File: src/rtl/core/fpuvs_pkg.sv
// Shared types, codes and saturation helpers for the alpha-chain Verlet stepper.
// Used by the multiplier, the divide-by-three unit and the top level.
package fpuvs_pkg;

  localparam int IDX_W = 6;
  localparam int Q_W = 32;
  localparam int E_W = 48;
  localparam int CFG_IDX_W = 2;
  localparam int DIV_BITS = 8;
  localparam int DIV_STEPS = E_W / DIV_BITS;

  localparam logic [1:0] ACT_LOAD = 2'd0;
  localparam logic [1:0] ACT_STEP = 2'd1;
  localparam logic [1:0] ACT_READ = 2'd2;

  localparam logic KIND_ENERGY = 1'b0;
  localparam logic KIND_READ = 1'b1;

  localparam logic [CFG_IDX_W-1:0] REG_NONLINEARITY = 2'd0;
  localparam logic [CFG_IDX_W-1:0] REG_TIME_STEP = 2'd1;

  typedef struct packed {
    logic signed [Q_W-1:0] a;
    logic signed [Q_W-1:0] b;
    logic                  sh25;
  } mul_req_t;

  function automatic logic signed [63:0] sx64(input logic signed [Q_W-1:0] v);
    return {{32{v[Q_W-1]}}, v};
  endfunction

  function automatic logic signed [Q_W-1:0] sat32(input logic signed [63:0] v);
    if (v > 64'sd2147483647) begin
      return 32'sh7fffffff;
    end else if (v < -64'sd2147483648) begin
      return 32'sh80000000;
    end else begin
      return v[Q_W-1:0];
    end
  endfunction

endpackage

File: src/rtl/core/fpuvs_mul.sv
// Shared pipelined signed multiplier with round-half-up shift and saturation.
// Depends on fpuvs_pkg for the request type and the saturation helper.
module fpuvs_mul (
  input  logic                     clk,
  input  fpuvs_pkg::mul_req_t      req,
  output logic signed [63:0]       prod,
  output logic signed [31:0]       rnd
);

  logic signed [31:0] a_r;
  logic signed [31:0] b_r;
  logic               sh_r;
  logic               sh2_r;
  logic signed [63:0] prod_r;
  logic signed [31:0] rnd_r;

  always_ff @(posedge clk) begin
    a_r    <= req.a;
    b_r    <= req.b;
    sh_r   <= req.sh25;
    prod_r <= a_r * b_r;
    sh2_r  <= sh_r;
    if (sh2_r) begin
      rnd_r <= fpuvs_pkg::sat32((prod_r + 64'sd16777216) >>> 25);
    end else begin
      rnd_r <= fpuvs_pkg::sat32((prod_r + 64'sd8388608) >>> 24);
    end
  end

  assign prod = prod_r;
  assign rnd  = rnd_r;

endmodule

File: config.mk
export PLATFORM = sky130hd
export DESIGN_NAME = fpuvs_mul
export DESIGN_NICKNAME = d
export VERILOG_FILES = /design/src/rtl/core/fpuvs_pkg.sv /design/src/rtl/core/fpuvs_mul.sv
export SDC_FILE = /design/constraint.sdc
export NUM_CORES = 2
export LEC_CHECK = 0
export BUFFER_PORTS_ARGS = -buffer_cell sky130_fd_sc_hd__buf_2
export CORE_MARGIN = 2
export CORE_UTILIZATION = 66
export CTS_BUF_LIST = sky130_fd_sc_hd__clkbuf_2 sky130_fd_sc_hd__clkbuf_4 sky130_fd_sc_hd__clkbuf_8
export DETAILED_ROUTE_END_ITERATION = 10
export GPL_ROUTABILITY_DRIVEN = 1
export PLACE_DENSITY = 0.84
export SYNTH_ARGS = -nofsm -noshare
export SYNTH_HDL_FRONTEND = slang
export SYNTH_SLANG_ARGS = --single-unit
File: constraint.sdc
create_clock -name clk -period 8.5 [get_ports clk]
set_input_delay 0.425 -clock clk [delete_from_list [all_inputs] [get_ports clk]]
set_output_delay 0.425 -clock clk [all_outputs]
set_load 0.05 [all_outputs]
==> flow_summary.toml <==
[outcome]
run_status = "completed"

[timing]
slew_headroom = 0.191
tightest_slew_ps = 1210
finClkSkew_ps = 37.1
hold_viol_final = 0
finalSetupViolCount = 0
period_share = 0.972
grt_setup_unrepaired = "no"
slew_violations = 0
tns_ps = 0
fmaxAchievable_ghz = 0.121
fin_crit_ps = 8270

[clocking]
cts_tree = "yes"
h-tree-depth = 4
clk_path_buf_depth = 2
cts_setup_buffers = 0
cts.sinks = 162
clk_latency_ps = 580
cts.clk_slew.worst_paths_ps = 120
numCtsBuffers = 17
root_buffer = "clkbuf_8"

[synthesis]
synth-main-ff-cell = "dfxtp_1"
synthCells = 4417
synth.top_cell.area_share = 0.519
ys_seq_area_frac = 0.0777
synth_cell_types = 75
ys_async_sr_fraction = 0
synth_area_mm2 = 0.0417
avgSynthCellArea_um2 = 9.45
synth_warnings = 0
yosys-top-cells-area = "fa_1 (52%), inv_1 (8.9%), and2_1 (7.9%)"
synth_top_area_cell = "fa_1"
synth.top_cells.by_count = "fa_1 (1,082), inv_1 (995), nand2_1 (547)"
syn_nets = 5751
synth-edff-count = 0
synth_most_common_cell = "fa_1"
ys_ff_latch = 162

[route]
drc = 0
vias_per_cell = 5.71
antenna_left = 0
drt_wl_total_um = 112000
initialDrtViolationCount = 2528
first_pass_iters = 5
wl_per_cell_um = 20.6
vias = 30900

[global_routing]
grt_max_degree = 33
grt.overflow.total = 0
antenna_found_initial = 4
grt_pass1_vias = 35100
grt_pass1_wl_um = 184000
grtUsageTotal = 0.363

[worst_setup_path]
cp_data_arrival_time_ps = 8710
critPathMostFrequentCell = "fa_1"
slowest_stage = "dfxtp_1"
critPathCaptureType = "flip-flop"
crit_path_max_incr_delay_ps = 600
worst-path-buf-inv = 4
cp-start-kind = "flip-flop"
worstPathMaxFanout = 22
crit_type = "reg2reg"
required_ps = 8940
worstPathCellList = "buf_4 > and2_1 > fa_1 > fa_1 > inv_1 > fa_1 > fa_1 > inv_1 > fa_1 > fa_1 > fa_1 > fa_1 > ha_1 > and3_1 > nand2_1 > a211oi_2 > a221o_1 > a2111oi_2 > o31ai_1 > a21oi_2 > buf_4 > nor4bb_1 > or4_1"
path_delay_family = "adder cells"

[run]
drv_cap = 0

[floorplanning]
die_area_mm2 = 0.0653
core-area_mm2 = 0.0629
fp.dieW_um = 255
ios = 162
fp-row-count = 92
die_h_um = 255
initial_core_util = 0.664

[min_path]
hold_path_class = "in2reg"

[placed_design]
gp_congestion = 0.997
hpwl_um = 90900
portBuffers = 161

[layout]
area_delta_synth_final_pct = 7.66
nets = 5892
layout-drive-gt1-share = 0.0825
## cell type report
| type | count | area, µm² |
|---|---|---|
| fill | 4463 | 17900 |
| sequential | 162 | 3270 |
| clock inverter | 12 | 124 |
| clock buffer | 20 | 256 |
| inverter | 996 | 3740 |
| antenna | 2 | 5.00 |
| tap | 846 | 1060 |
| timing repair buffer | 364 | 2640 |
| multi-input combinational | 3017 | 33800 |
## flip-flops by register name, summed over array words and instances, names as in the netlist
name,cells
prod,64
a_r,32
b_r,32
rnd,32
sh2_r,1
sh_r,1
## metrics by stage
stage                     worst slack (ps)  area (µm²)   util  hold WS [ps]  std cells
after floorplan                        858       41700      -           310       4417
after detailed placement              73.0       43900  0.698           318       5321
after global placement                 169       43900  0.698           313       5321
after global routing                  17.4       44900  0.715          56.6       5418
after CTS                             31.2       44900  0.714          16.8       5417
final                                  234       44900  0.715          70.0       5419
## cell families after synthesis
| logic type | after synthesis | synth area share |
|---|---|---|
| AOI/OAI and AO/OA | 244 | 0.0409 |
| adders and majority gates | 1268 | 0.575 |
| and+or+nand+nor | 1355 | 0.163 |
| DFF | 162 | 0.0777 |
| buffers and inverters | 1238 | 0.112 |
| muxes | 4 | 0.000989 |
| xor gates and xnor gates | 146 | 0.0306 |
## layout by cell type (no fill, tap or decap), types with 4 or more instances in the layout
cell type / Yosys / final
buf_2: 15 / 161
buf_4: 0 / 127
o21bai_1: 12 / 12
clkbuf_8: 0 / 17
xor2_1: 53 / 53
fa_1: 1082 / 1082
and2_1: 524 / 524
ha_1: 186 / 186
o21ai_1: 6 / 6
dfxtp_1: 162 / 143
o22ai_1: 5 / 5
o21a_1: 8 / 8
inv_1: 995 / 994
dfxtp_2: 0 / 16
buf_12: 0 / 12
nand2b_1: 10 / 10
o22a_1: 31 / 31
a211oi_1: 6 / 5
a31oi_1: 8 / 7
nand2_1: 547 / 547
a21o_1: 38 / 38
xnor2_1: 93 / 93
nor2b_1: 7 / 7
and4_1: 7 / 7
o211ai_1: 4 / 4
nand3_1: 32 / 32
nand4_1: 26 / 26
nor3_1: 14 / 14
nor2_1: 143 / 143
o21ai_0: 27 / 27
and3_1: 17 / 17
dlygate4sd3_1: 0 / 64
a21oi_1: 58 / 58
o31ai_1: 5 / 4
## worst register-to-register path, stage by stage, from the launching register on
cell and delay, ps:
dfxtp_1 600, buf_4 400, and2_1 220, fa_1 450
fa_1 510, inv_1 50, fa_1 460, fa_1 520
inv_1 60, fa_1 550, fa_1 470, fa_1 530
fa_1 420, ha_1 430, and3_1 260, nand2_1 200
a211oi_2 420, a221o_1 260, a2111oi_2 110, o31ai_1 320
a21oi_2 100, buf_4 140, nor4bb_1 130, or4_1 520
## worst paths after layout
check	from	to	slack, ps	cells after the start
max	a_r[15]	prod[62]	230	23
min	req[50]	a_r[17]	70	1
max reg2reg	a_r[15]	prod[62]	230	23
min reg2reg	sh_r	sh2_r	340	0
## metal layers
layer / wire length [µm] / GRT usage / up-vias
met3: 9440 / 0.0655 / 473
met2: 55000 / 0.610 / 1623
met1: 39500 / 0.439 / 15700
met4: 7740 / 0.219 / 2
li1: - / - / 13100
met5: 7 / 0 / -
## timing repair
| item | 4_1_cts | 5_1_grt |
|---|---|---|
| gates resized for setup | 0 | 26 |
| setup endpoints to repair | 0 | 12 |
| hold buffers | 64 | 0 |
| endpoints found under the hold margin | 64 | 0 |
Power is not shown: default switching activity piles up to over one toggle a cycle in this logic, so the estimate is an artifact.
