`src/rtl/core/fpuvs_pkg.sv`:
```
// Shared types, codes and saturation helpers for the alpha-chain Verlet stepper.
// Used by the multiplier, the divide-by-three unit and the top level.
package fpuvs_pkg;

  localparam int IDX_W = 6;
  localparam int Q_W = 32;
  localparam int E_W = 48;
  localparam int CFG_IDX_W = 2;
  localparam int DIV_BITS = 8;
  localparam int DIV_STEPS = E_W / DIV_BITS;

  localparam logic [1:0] ACT_LOAD = 2'd0;
  localparam logic [1:0] ACT_STEP = 2'd1;
  localparam logic [1:0] ACT_READ = 2'd2;

  localparam logic KIND_ENERGY = 1'b0;
  localparam logic KIND_READ = 1'b1;

  localparam logic [CFG_IDX_W-1:0] REG_NONLINEARITY = 2'd0;
  localparam logic [CFG_IDX_W-1:0] REG_TIME_STEP = 2'd1;

  typedef struct packed {
    logic signed [Q_W-1:0] a;
    logic signed [Q_W-1:0] b;
    logic                  sh25;
  } mul_req_t;

  function automatic logic signed [63:0] sx64(input logic signed [Q_W-1:0] v);
    return {{32{v[Q_W-1]}}, v};
  endfunction

  function automatic logic signed [Q_W-1:0] sat32(input logic signed [63:0] v);
    if (v > 64'sd2147483647) begin
      return 32'sh7fffffff;
    end else if (v < -64'sd2147483648) begin
      return 32'sh80000000;
    end else begin
      return v[Q_W-1:0];
    end
  endfunction

endpackage

```
`src/rtl/core/fpuvs_div3.sv`:
```
// Iterative floor division of a signed 48-bit value by three, eight bits a cycle.
// Depends on fpuvs_pkg for widths.
module fpuvs_div3 (
  input  logic                                clk,
  input  logic                                rst_n,
  input  logic                                start,
  input  logic signed [fpuvs_pkg::E_W-1:0]    num,
  output logic signed [fpuvs_pkg::E_W-1:0]    quo,
  output logic                                done
);

  localparam int W = fpuvs_pkg::E_W;
  localparam int B = fpuvs_pkg::DIV_BITS;

  logic [W-1:0] m_r;
  logic [W-1:0] q_r;
  logic [1:0]   rem_r;
  logic         neg_r;
  logic         run_r;
  logic [2:0]   cnt_r;
  logic [1:0]   rem_nxt;
  logic [B-1:0] qb_nxt;

  always_comb begin
    logic [2:0] t;
    rem_nxt = rem_r;
    qb_nxt  = '0;
    for (int k = 0; k < B; k++) begin
      t = {rem_nxt, m_r[W-1-k]};
      if (t >= 3'd3) begin
        t = t - 3'd3;
        qb_nxt[B-1-k] = 1'b1;
      end
      rem_nxt = t[1:0];
    end
  end

  always_ff @(posedge clk) begin
    if (!rst_n) begin
      run_r <= 1'b0;
      cnt_r <= '0;
    end else if (start) begin
      neg_r <= num[W-1];
      m_r   <= num[W-1] ? (W'(2) - num) : num;
      rem_r <= '0;
      q_r   <= '0;
      run_r <= 1'b1;
      cnt_r <= 3'(fpuvs_pkg::DIV_STEPS);
    end else if (run_r) begin
      m_r   <= m_r << B;
      q_r   <= {q_r[W-B-1:0], qb_nxt};
      rem_r <= rem_nxt;
      cnt_r <= cnt_r - 3'd1;
      run_r <= (cnt_r != 3'd1);
    end
  end

  assign quo  = neg_r ? -$signed(q_r) : $signed(q_r);
  assign done = !run_r;

endmodule

```
`config.mk`:
```
export PLATFORM = sky130hd
export DESIGN_NAME = fpuvs_div3
export DESIGN_NICKNAME = d
export VERILOG_FILES = /design/src/rtl/core/fpuvs_pkg.sv /design/src/rtl/core/fpuvs_div3.sv
export SDC_FILE = /design/constraint.sdc
export NUM_CORES = 1
export LEC_CHECK = 0
export ABC_AREA = 1
export BUFFER_PORTS_ARGS = -buffer_cell sky130_fd_sc_hd__buf_2
export CAP_MARGIN = 30
export CORE_MARGIN = 5
export CORE_UTILIZATION = 55
export CTS_CLUSTER_SIZE = 8
export DETAILED_ROUTE_END_ITERATION = 10
export GPL_ROUTABILITY_DRIVEN = 0
export PLACE_DENSITY_LB_ADDON = 0.15
export SYNTH_ARGS = -nofsm -noshare
export SYNTH_HDL_FRONTEND = slang
export SYNTH_SLANG_ARGS = --single-unit
```
`constraint.sdc`:
```
create_clock -name clk -period 7.7 [get_ports clk]
set_input_delay 1.54 -clock clk [delete_from_list [all_inputs] [get_ports clk]]
set_output_delay 1.54 -clock clk [all_outputs]
set_load 0.02 [all_outputs]
```
==> results of run 1 <==
layer usage:
layer	track usage	routed length, um	vias up
li1	-	-	2807
met1	0.281	6770	2641
met2	0.362	7370	199
met3	0.0460	955	13
met4	0.0455	116	0
met5	0	0	-
where the power goes:
part / internal, W / switching [W]
Sequential: 0.000677 / 0.0000295
Clock: 0.000253 / 0.000205
Combinational: 0.000185 / 0.000357
synthesized netlist by cell type, types with 4 or more instances:
library cell,n
nor4_1,13
o31ai_1,5
xnor2_1,12
nand2_1,107
nand2_2,16
nor3_2,8
a31oi_1,7
nand3_2,10
nand3_1,24
dfxtp_1,4
inv_2,5
edfxtp_1,99
o21ai_1,11
nor3_1,17
o21ai_0,48
nand4_1,12
nor2_2,7
clkbuf_1,23
a21oi_1,31
or2_2,6
inv_1,111
ha_1,12
xor2_1,70
nor2_1,104
per-stage QoR:
stage	instance area, sq um	util	cells	hold WS [ns]	power (W)
detailed placement	7480	0.618	1042	0.507	0.00126
finish	7780	0.642	1058	0.521	0.00171
CTS	7780	0.642	1058	0.520	0.00172
global route	7780	0.642	1058	0.544	0.00181
global placement	7480	0.618	1042	0.490	0.00123
floorplan	6840	-	796	0.468	0.00112
flip-flops by register name (all words and copies together) (netlist names):
| name | cells |
|---|---|
| cnt_r | 3 |
| m_r | 48 |
| neg_r | 1 |
| q_r | 48 |
| rem_r | 2 |
| run_r | 1 |
worst paths after layout:
| check | startpoint | endpoint | slack, ns |
|---|---|---|---|
| setup / recovery | m_r[47] | rem_r[0] | 2.30 |
| hold / removal | cnt_r[2] | run_r | 0.52 |
| setup reg to reg | m_r[47] | rem_r[0] | 2.30 |
| hold reg to reg | cnt_r[2] | run_r | 0.52 |
worst max-delay path: cells and delay by family, from the launching register on:
| kind | cells | cell delay, ns |
|---|---|---|
| buf+inv | 10 | 0.77 |
| fa+ha+maj | 8 | 1.52 |
| compound gates | 5 | 0.52 |
| flops | 1 | 0.45 |
| simple gates | 18 | 1.74 |
| xor+xnor | 1 | 0.17 |
area by class of cell:
type	instances	area (sq um)	share of cell area
flip-flops and latches	103	3050	0.392
repair buffers	104	533	0.0685
inverters	117	439	0.0564
well taps	168	210	0.0270
clock buffers	9	225	0.0289
multi-input cells	550	3250	0.417
clock inverters	7	72.6	0.00933
logic make-up (layout without fill, tap and decap cells):
kind of cell | Yosys count | count (layout) | synth area share
simple gates | 340 | 340 | 0.245
buf+inv | 143 | 237 | 0.0803
compound gates | 115 | 115 | 0.0973
flops | 103 | 103 | 0.446
xor+xnor | 83 | 83 | 0.109
fa+ha+maj | 12 | 12 | 0.0219
==> reports/metrics.csv, run 1 <==
metric,value,unit
clk_path_buf_depth,2,
syn_nets,859,
synth-async-reset-ratio,0,
cp_max_fo,4,
grt_pass1_vias,5462,
fillerInstances,1065,
die_x,122,um
netlist.area_leader.share,0.434,
final_layout_size_suffix_gt1_frac,0.217,
pre_cts_ws,2.31,ns
clkSinkCount,103,
yosysSeqAreaShare,0.446,
cts_resized,0,
rsz0062_at_grt,no,
cp-end-kind,flop,
tightestPinTransition,0.796,ns
finalHoldViolCount,0,
synthTopCellsByArea,"edfxtp_1 43%, xor2_1 9.0%, inv_1 6.1%",
syn_area,6840,sq um
drc,0,
final_nets,948,
ir_worst_vdd,0.116,mV
cpMaxStageDelayCell,edfxtp_1,
synth_ff_type,edfxtp_1,
grt_pass1_wl,25500,um
clock_latency,0.35,ns
holdPathStages,2,
ys_ff_latch,103,
hpwl,11400,um
cts_hold_buf,0,
track_usage,0.213,
synth_warnings,0,
outcome,completed,
final_cell_mix,"110 x inv_1, 107 x nand2_1, 103 x nor2_1, 99 x buf_2, 99 x edfxtp_1",
ant_nets,0,
min_period_over_period,0.701,
grt-ovfl-total,0,
row_count,40,
cap_violations,0,
max_stage_delay,0.45,ns
htree_num_levels,3,
final_common_cell,inv_1,
required,7.80,ns
worstPathArrival,5.50,ns
power_density,219,nW/um^2
num_vias,5660,
drt_iter0_markers,425,
synthCells,796,
antenna_found_initial,0,
tritoncts,yes,
path_common_cell,inv_1,
syn_area_per_cell,8.60,sq um
viasPerCell,5.35,
setup_violations,0,
portBuffers,99,
cts-root-buf,clkbuf_16,
worst_slack,2.30,ns
initial_utilization,0.565,
core_area,12100,sq um
final_max_slew_viol_count,0,
synth_top_area_cell,edfxtp_1,
skew,0.0128,ns
cts_setup_buffers,0,
worstRegToRegCells,42,
min_period,5.40,ns
synthDistinctLibCells,48,
routedWlPerCell,14.4,um
setup_tns,0,ns
worst-setup-path-type,reg -> reg,
synth_edf_count,99,
leakagePower,3.42,nW
die_height,122,um
area_growth,13.7,%
antenna_cells,0,
max_freq,185,MHz
min_path_type,reg -> reg,
relSlewSlack,0.466,
wl,15200,um
io_pins,100,
startpoint_type,flop,
numCtsBuffers,9,
die_area,14800,sq um
grt_max_degree,75,
path_clk_slew,0.07,ns
first_pass_iters,5,
(Power assumes the default switching activity.)
==> run 2, diff against run 1 <==
Settings changed: CORE_UTILIZATION 55 to 53.
Clock period 7.7 ns to 4.55 ns, I/O delays scaled along.
==> run 2 against run 1 <==
The run now ends with setup timing left. Clock skew down 0.0079 ns. Count of clock-buffer cells in the layout up 1. Flip-flop and latch count unchanged. Fmax up 18%. Highest routed layer unchanged.
==> reports/metrics.csv, run 2 (same netlist as run 1, synthesis figures left out) <==
metric,value,unit
cpMaxStageDelayCell,edfxtp_1,
numCtsBuffers,9,
reg.largest.list,"m_r x48, q_r x48, cnt_r x3",
required,4.66,ns
portBuffers,99,
viasPerCell,5.28,
ant_nets,0,
finalHoldViolCount,0,
outcome,finished with violations,
cp_max_fo,4,
cap_violations,0,
final_layout_size_suffix_gt1_frac,0.271,
setup.worst_path.start,rem_r[0],
grt-ovfl-total,0,
clock_latency,0.35,ns
core_area,12600,sq um
clkSinkCount,103,
routedWlPerCell,14.3,um
multi_input_area,3430,sq um
first_pass_iters,5,
violations,setup timing,
antenna_found_initial,0,
min_path_type,reg -> reg,
worst-setup-path-type,reg -> reg,
hpwl,11400,um
min_to,run_r,
power_density,391,nW/um^2
crit_buf_inv,12,
setup_tns,-0.102,ns
tightestPinTransition,0.832,ns
pre_cts_ws,-0.164,ns
hp-start,cnt_r[2],
max_stage_delay,0.43,ns
final_nets,970,
wl,15500,um
worst_slack,-0.0350,ns
final_max_slew_viol_count,0,
cts_hold_buf,0,
design_area,8180,sq um
leakagePower,3.56,nW
final_common_cell,nor2_1,
drt_iter0_markers,474,
area_growth,19.5,%
grt_pass1_vias,5430,
setup_violations,3,
fillerInstances,1068,
grt_pass1_wl,25100,um
cts-root-buf,clkbuf_16,
rsz0062_at_grt,yes,
grt_max_degree,59,
io_pins,100,
tritoncts,yes,
min_period,4.59,ns
antenna_cells,0,
ff_latch_area,3050,sq um
rr_startpoint,rem_r[0],
crit_family,adder cells,
die_height,124,um
path_clk_slew,0.07,ns
worstPathArrival,4.70,ns
track_usage,0.205,
min_period_over_period,1.01,
final_cell_mix,"103 x nor2_1, 101 x inv_1, 99 x edfxtp_1, 98 x nand2_1, 98 x buf_2",
r2r_setup_slack,-0.04,ns
skew,0.00483,ns
cp-end-kind,flop,
num_vias,5727,
initial_utilization,0.542,
die_area,15300,sq um
reg2reg_to,rem_r[1],
placed_area,7670,sq um
startpoint_type,flop,
postLayoutCoreUtil,0.648,
max_freq,218,MHz
clk_path_buf_depth,2,
holdPathStages,2,
worstRegToRegCells,42,
row_count,41,
htree_num_levels,3,
relSlewSlack,0.445,
die_x,124,um
ir_worst_vdd,0.220,mV
drc,0,
==> run 2: worst max-delay path by stage <==
stage          slack (ns)       end  cells after the start
2_1_floorplan      -0.005  rem_r[1]                     44
3_3_place_gp         0.07  rem_r[1]                     43
3_5_place_dp        -0.16    q_r[0]                     42
4_1_cts             0.002  rem_r[1]                     43
5_1_grt             -0.29    q_r[0]                     42
6_report            -0.04  rem_r[1]                     42
==> run 2: per-layer routing <==
layer,wire [um],share of wire,track usage
met5,0,0,0
met4,321,0.021,0.0789
met3,1040,0.067,0.0363
met2,7340,0.47,0.337
met1,6790,0.44,0.271
==> run 2: per-stage QoR <==
step                hold WS, ns  total power [W]  instances
floorplan                 0.469          0.00197        796
global placement          0.491          0.00219       1053
detailed placement        0.510          0.00224       1053
CTS                       0.511          0.00313       1073
global route              0.552          0.00338       1084
finish                    0.515          0.00320       1084
==> run 2: timing repair <==
| item | 4_1_cts | 5_1_grt |
|---|---|---|
| gates resized for setup | 5 | 10 |
| setup buffers | 4 | 11 |
| pin swaps | 7 | 12 |
| endpoints found under the setup margin | 3 | 5 |
==> run 2: worst reg2reg max path: cells and delay by family (launching register included) <==
kind	cells	cell delay, ns
flip-flops	1	0.43
XOR/XNOR	1	0.15
AO/OA/AOI/OAI	4	0.53
adder cells (fa/ha/maj)	8	1.35
AND/OR/NAND/NOR	17	1.22
buffers and inverters	12	0.69
==> run 2: cell type report <==
cell class                 instances  area share
clock inverter                     6      0.0113
tap                              172      0.0263
clock buffer                      10      0.0292
sequential                       103       0.373
timing repair buffer             126      0.0857
multi-input combinational        550       0.420
inverter                         117      0.0546
==> run 2: power breakdown <==
part	internal [W]	leakage (nW)	switching, W	total (W)
Combinational	0.000458	2.40	0.000697	0.00115
Sequential	0.00115	0.996	0.0000515	0.00120
Clock	0.000500	0.155	0.000349	0.000849
Total	0.00210	3.56	0.00110	0.00320
==> run 3, diff against run 2 <==
Settings changed: CORE_UTILIZATION 53 to 30.
==> run 3 against run 2 <==
The run still ends with setup timing left. Sequential share of layout area is 1.4 points lower. Critical path depth grew 1. Design area rose by 3.9%. Utilization shrank 27 points. Total power up 1.3%. Final cell count is 12% higher. Worst setup slack improved by 0.022 ns. Via count down 0.68%. Non-clock buffer count increased by 15. Routed wire length is 13% higher. Register-to-register slack improved by 0.02 ns. Die area increased by 70%. Critical path type unchanged. Largest cell class unchanged.
==> reports/metrics.csv, run 3 (same netlist as run 1, synthesis figures left out) <==
metric,value,unit
final_common_cell,nor2_1,
min_to,cnt_r[1],
dpl.cell_count,1168,
hp-start,cnt_r[1],
hpwl,13100,um
path_clk_slew,0.08,ns
fillerInstances,2362,
core_area,22600,sq um
ir_worst_vdd,0.195,mV
swShare,0.356,
p_clk_frac,0.258,
leakagePower,3.64,nW
final_max_slew_viol_count,0,
grt_max_degree,59,
crit_family,adder cells,
ant_nets,0,
reg.largest.list,"m_r x48, q_r x48, cnt_r x3",
min_period_over_period,1.00,
routedWlPerCell,14.5,um
initial_utilization,0.303,
numCtsBuffers,9,
final_nets,985,
final_layout_size_suffix_gt1_frac,0.293,
path_common_cell,inv_2,
outcome,finished with violations,
grt_pass1_vias,5570,
drc,0,
setup_violations,1,
r2r_setup_slack,-0.01,ns
portBuffers,99,
grt_pass1_wl,28300,um
track_usage,0.134,
rr_startpoint,rem_r[0],
die_area,25900,sq um
violations,setup timing,
tritoncts,yes,
num_vias,5688,
antenna_found_initial,1,
setup_tns,-0.0128,ns
finalHoldViolCount,0,
startpoint_type,flop,
p_switching,0.00115,W
p_comb_frac,0.372,
die_height,161,um
worstRegToRegCells,43,
relSlewSlack,0.487,
whs,0.517,ns
min_period,4.56,ns
drt_iter0_markers,283,
reg2reg_to,rem_r[1],
final_cell_mix,"102 x nor2_1, 99 x edfxtp_1, 98 x nand2_1, 97 x inv_1, 96 x buf_2",
tightestPinTransition,0.769,ns
rsz0062_at_grt,yes,
clkSinkCount,103,
worst-setup-path-type,reg -> reg,
fin_cells,1212,
area_growth,24.2,%
holdPathStages,2,
max_stage_delay,0.43,ns
internal_power,0.00209,W
worstPathArrival,4.67,ns
setup.worst_path.start,rem_r[0],
io_pins,100,
clock_latency,0.35,ns
wl,17600,um
viasPerCell,4.69,
cts_hold_buf,0,
crit_buf_inv,12,
skew,0.00987,ns
power_density,382,nW/um^2
worst_slack,-0.0128,ns
min_path_type,reg -> reg,
first_pass_iters,5,
max_freq,219,MHz
cpMaxStageDelayCell,edfxtp_1,
row_count,55,
cp-end-kind,flop,
cp_max_fo,4,
die_x,161,um
htree_num_levels,3,
clk_path_buf_depth,2,
cap_violations,0,
seq_power_share,0.371,
grt-ovfl-total,0,
cts-root-buf,clkbuf_16,
required,4.66,ns
antenna_cells,0,
totalPowerFinal,0.00324,W
==> run 3: worst max path at each step <==
| stage | cells after the start | endpoint | slack [ns] |
|---|---|---|---|
| 2_1_floorplan | 44 | rem_r[1] | -0.005 |
| 3_3_place_gp | 43 | rem_r[1] | 0.01 |
| 3_5_place_dp | 41 | q_r[0] | -0.1 |
| 4_1_cts | 44 | rem_r[1] | 0.007 |
| 5_1_grt | 43 | rem_r[1] | -0.31 |
| 6_report | 43 | rem_r[1] | -0.01 |
==> run 3: per-layer routing <==
layer	share of wire	global-route usage	up-vias
li1	-	-	2891
met1	0.46	0.179	2641
met2	0.48	0.224	143
met3	0.052	0.0288	11
met4	0.0069	0.0295	2
met5	0.00040	0	-
==> run 3: timing repair <==
item                       4_1_cts  5_1_grt
pin swaps                        8       27
setup buffers                    5       23
gates resized for setup          2       31
setup endpoints to repair        3        8
==> run 3: power groups by stage <==
stage	sequential, W	combinational (W)	clock, W
finish	0.00120	0.00121	0.000835
floorplan	0.00121	0.000764	0
global route	0.00121	0.00134	0.000906
detailed placement	0.00122	0.00102	0
global placement	0.00122	0.00101	0
CTS	0.00120	0.00107	0.000864
==> run 3: cell type report <==
type / instances / area [sq um] / share of cell area
Tap cell: 285 / 357 / 0.0420
Sequential cell: 103 / 3050 / 0.359
Timing Repair Buffer: 141 / 831 / 0.0978
Clock buffer: 9 / 225 / 0.0265
Multi-Input combinational cell: 550 / 3500 / 0.412
Inverter: 117 / 447 / 0.0526
Clock inverter: 7 / 87.6 / 0.0103
==> run 3: stage by stage <==
stage / util / setup slack (ns) / cell area, sq um
2_1_floorplan: - / -0.00467 / 6980
3_3_place_gp: 0.347 / 0.0124 / 7820
3_5_place_dp: 0.347 / -0.0974 / 7840
4_1_cts: 0.363 / 0.00735 / 8200
5_1_grt: 0.376 / -0.305 / 8500
6_report: 0.376 / -0.0128 / 8500
==> run 3: tightest hold or removal path: stages (launching register included) <==
cell and delay (ns):
dfxtp_1 0.30, inv_1 0.08, a221oi_1 0.08
